## config.mk

```make
export PLATFORM = sky130hd
export DESIGN_NAME = bcar_ram
export DESIGN_NICKNAME = d
export VERILOG_FILES = /design/src/hw/rtl/bcar_ram.sv
export SDC_FILE = /design/constraint.sdc
export NUM_CORES = 1
export LEC_CHECK = 0
export BUFFER_PORTS_ARGS = -buffer_cell sky130_fd_sc_hd__buf_2
export CAP_MARGIN = 20
export CORE_ASPECT_RATIO = 1.25
export CORE_MARGIN = 5
export CORE_UTILIZATION = 31
export DETAILED_ROUTE_END_ITERATION = 10
export GPL_TIMING_DRIVEN = 0
export PLACE_DENSITY = 0.56
export SYNTH_ARGS = -nofsm -noshare
export SYNTH_HDL_FRONTEND = slang
export SYNTH_SLANG_ARGS = --single-unit
```

## constraint.sdc

```tcl
create_clock -name clk -period 2.8 [get_ports clk]
set_input_delay 0.56 -clock clk [delete_from_list [all_inputs] [get_ports clk]]
set_output_delay 0.56 -clock clk [all_outputs]
set_load 0.05 [all_outputs]
```

## src/hw/rtl/bcar_ram.sv

```systemverilog
`timescale 1ns / 1ps

module bcar_ram #(
  parameter int WIDTH = 8,
  parameter int DEPTH = 16,
  localparam int AW = (DEPTH > 1) ? $clog2(DEPTH) : 1
) (
  input  logic             clk,
  input  logic             we,
  input  logic [AW-1:0]    waddr,
  input  logic [WIDTH-1:0] wdata,
  input  logic [AW-1:0]    raddr,
  output logic [WIDTH-1:0] rdata
);

  logic [WIDTH-1:0] mem [DEPTH];

  // One write port and one registered read port.
  always_ff @(posedge clk) begin
    if (we) begin
      mem[waddr] <= wdata;
    end
    rdata <= mem[raddr];
  end

endmodule

```

==> summary.md <==
| Metric | Value |
|---|---|
| First-pass GRT wire length | `15.66 mm` |
| Post-synth ARST share | `0` |
| Max-slew violations | `0` |
| DRC | `0` |
| Grt ovf | `0` |
| Vias in the first global route | `2530` |
| Adder-Cell Fraction of Synth Area | `0` |
| Final nets | `294` |
| Post-route cell area | `6225 µm²` |
| R2R cell count | `3` |
| Top-count cell post-synth | `edfxtp_1` |
| Layout fillers | `1505` |
| Met2 Resource Use GR | `0.1835` |
| Crit path DAT | `2.02 ns` |
| Cts hold-fix bufs | `0` |
| Max incr delay on CP | `0.55 ns` |
| Main synth FF type | `edfxtp_1` |
| Fin crit share | `0.6778` |
| Post-Route WL | `between 10 and 15 mm` |
| Setup Crit Path Kind | `input pin to flop` |
| PortBufs | `24` |
| Post-synthesis compound-gate area fraction | `0.02333` |
| Num ports | `26` |
| Placed Cells | `473` |
| GR peak layer | `met2` |
| Critical path fanouts, max | `5` |
| Largest cells by area after synthesis | `edfxtp_1, mux4_2, mux4_1` |
| Initial DRC Count | `approximately 150` |
| Distinct cell type count after synthesis | `19` |
| Met1 Use GR | `0.1421` |
| Synth warn | `0` |
| Sequential share of the synthesized area | `0.7778` |
| Vias | `about 2400` |
| Synth top area share | `0.7467` |
| RR Startpoint | `mem[2][2]$_DFFE_PP_` |
| CTS clk-pin slew, worst paths | `0.05 ns` |
| DIE WIDTH | `125.3 µm` |
| EDFF count, synth | `128` |
| Critical path startpoint category | `input pin` |
| Syn-to-layout area delta | `20.93%` |
| Cell taking the most area after synthesis | `edfxtp_1` |
| GR Layer Usage met3 | `0.04164` |
| Hold Path Depth | `1` |
| CTS Sinks | `about 140` |
| Row cnt | `52` |
| CTS H-tree depth | `4` |
| Setup Viol. Count Final | `0` |
| Hold WS | `0.5442 ns` |
| Worst reg2reg path endpoint | `rdata[2]$_DFF_P_` |
| Final Power | `between 4 and 5 mW` |
| Cell Area, Synth | `slightly above 5000 µm²` |
| FMAX | `526.9 MHz` |
| Final Skew | `0.008138 ns` |
| RSZ-0062 raised after global routing | `false` |
| TritonCTS Buffers | `17` |
| Final Hold Fails | `0` |
| Core area | `16270 µm²` |
| Slew @ Worst Pin | `approximately 0.84 ns` |
| Gr usage total | `0.1135` |
| Max VDD drop | `0.5597 mV` |
| First-pass DRT Iterations | `4` |
| Status | `complete, no violations` |
| Final TNS setup | `0 ns` |
| Wire length per cell | `roughly 20 µm` |
| Post-synthesis cell count | `229` |
| GP Congestion | `0.7810` |
| Synthesized Nets | `247` |
| Synth Area in Simple Gates | `0.03184` |
| Fin util | `0.3827` |
| Root buffer cell | `clkbuf_16` |
| CTS-repair resized insts | `0` |
| Pre-CTS WS | `0.4472 ns` |
| Hold Path Sink | `mem[12][6]$_DFFE_PP_` |
| CTS tree | `done` |
| Area after DPL | `5568 µm²` |
| Synth Register Bits | `136` |
| Worst setup path start | `waddr[2]` |
| Pwr dens | `802.2 nW/µm²` |
| FF-to-FF setup slack | `1.35 ns` |
| WP data required | `2.92 ns` |
| Final worst slack | `between 0.9 and 1 ns` |
| Antenna-violating nets left | `0` |
| Fraction of layout cells with a size suffix above 1 | `0.2976` |
| Commonest cells post-synth | `edfxtp_1, mux4_2, a22oi_1, mux4_1, nor2_1` |
| Setup bufs post-CTS | `0` |
| P_leak | `between 2 and 2.5 nW` |
| Synth Area in XOR/XNOR | `0` |
| Initial Util | `0.3165` |
| Largest net degree at the start of global routing | `17` |
| HP Class | `input pin to flop` |
| Min-Delay Startpoint | `wdata[6]` |
| Detailed Place HPWL | `between 6 and 7 mm` |
| Critical path's slowest cell | `nor3_1` |
| Antenna violations before repair | `0` |
| Later-pin clock latency in the skew report | `about 0.41 ns` |
| Mux contribution to synthesized area | `0.1502` |
| Max Cap Viol | `0` |
| Setup crit end kind | `flop` |
| Die area | `19300 µm²` |
| Die H | `154.1 µm` |
| Largest family of logic cells by synthesized area | `multiplexers` |
| Post-synthesis average cell area | `22.48 µm²` |
| CP Cell Sequence | `buf_2 > or3b_2 > nor3_1 > buf_4` |
| Detailed-route vias per instance | `4.727` |
| Layout Cells excl Fill | `505` |
| Max-slew headroom | `0.4349` |
| # diodes | `0` |
| Minimum clock period | `1.898 ns` |
| Clock buffer depth | `2` |
==> critical path, delay by kind of cell <==
family | cells | cell delay (ns)
and+or+nand+nor | 2 | 1.06
buffers and inverters | 2 | 0.41
==> final cells by class <==
class	instances	area, µm²	area share
sequential	136	4004	0.6432
multi-input combinational	83	1057	0.1698
clock buffer	17	425.4	0.06834
tap	216	270.3	0.04342
clock inverter	15	231.5	0.03719
timing repair buffer	28	150.1	0.02412
buffer	10	86.33	0.01387
==> layer usage <==
| metal | up-vias | part of all wire |
|---|---|---|
| li1 | 1066 | - |
| met1 | 1227 | 0.42 |
| met2 | 81 | 0.51 |
| met3 | 13 | 0.059 |
| met4 | 0 | 0.014 |
| met5 | - | 0 |
==> report_power, final <==
| group | switching (mW) | total [mW] | internal, mW |
|---|---|---|---|
| clock network | 0.785 | 2.44 | 1.65 |
| logic | 0.175 | 0.267 | 0.0917 |
| registers | 0.0101 | 2.29 | 2.28 |
==> placed cells by master (no fill, tap or decap), types with 4 or more instances in the layout <==
cell type and count:
edfxtp_1 128, buf_2 27, mux4_2 18, clkbuf_16 17
a22oi_1 16, mux4_1 14, nor2_1 13, nand2_1 9
dfxtp_1 8, bufinv_16 6, buf_4 5, nor3_1 4
clkinvlp_4 4
==> worst max path at each step <==
stage,endpoint,slack (ns),cells after the start
floorplan,mem[0][0]$_DFFE_PP_,0.75,2
global placement,mem[0][2]$_DFFE_PP_,0.12,3
detailed placement,mem[0][2]$_DFFE_PP_,0.45,4
CTS,mem[0][5]$_DFFE_PP_,0.87,4
global route,mem[0][5]$_DFFE_PP_,0.88,4
finish,mem[0][4]$_DFFE_PP_,0.90,4
==> state kept, by name (all words and copies together), names as in the netlist <==
name   flops
rdata      8
mem      128
==> cells by family (layout without fill, tap and decap cells) <==
| family | after synthesis | count (layout) |
|---|---|---|
| flops | 136 | 136 |
| simple gates | 35 | 35 |
| mux | 32 | 32 |
| compound gates | 16 | 16 |
| buf+inv | 10 | 70 |
Note: power is estimated with default switching activity, not from simulation.
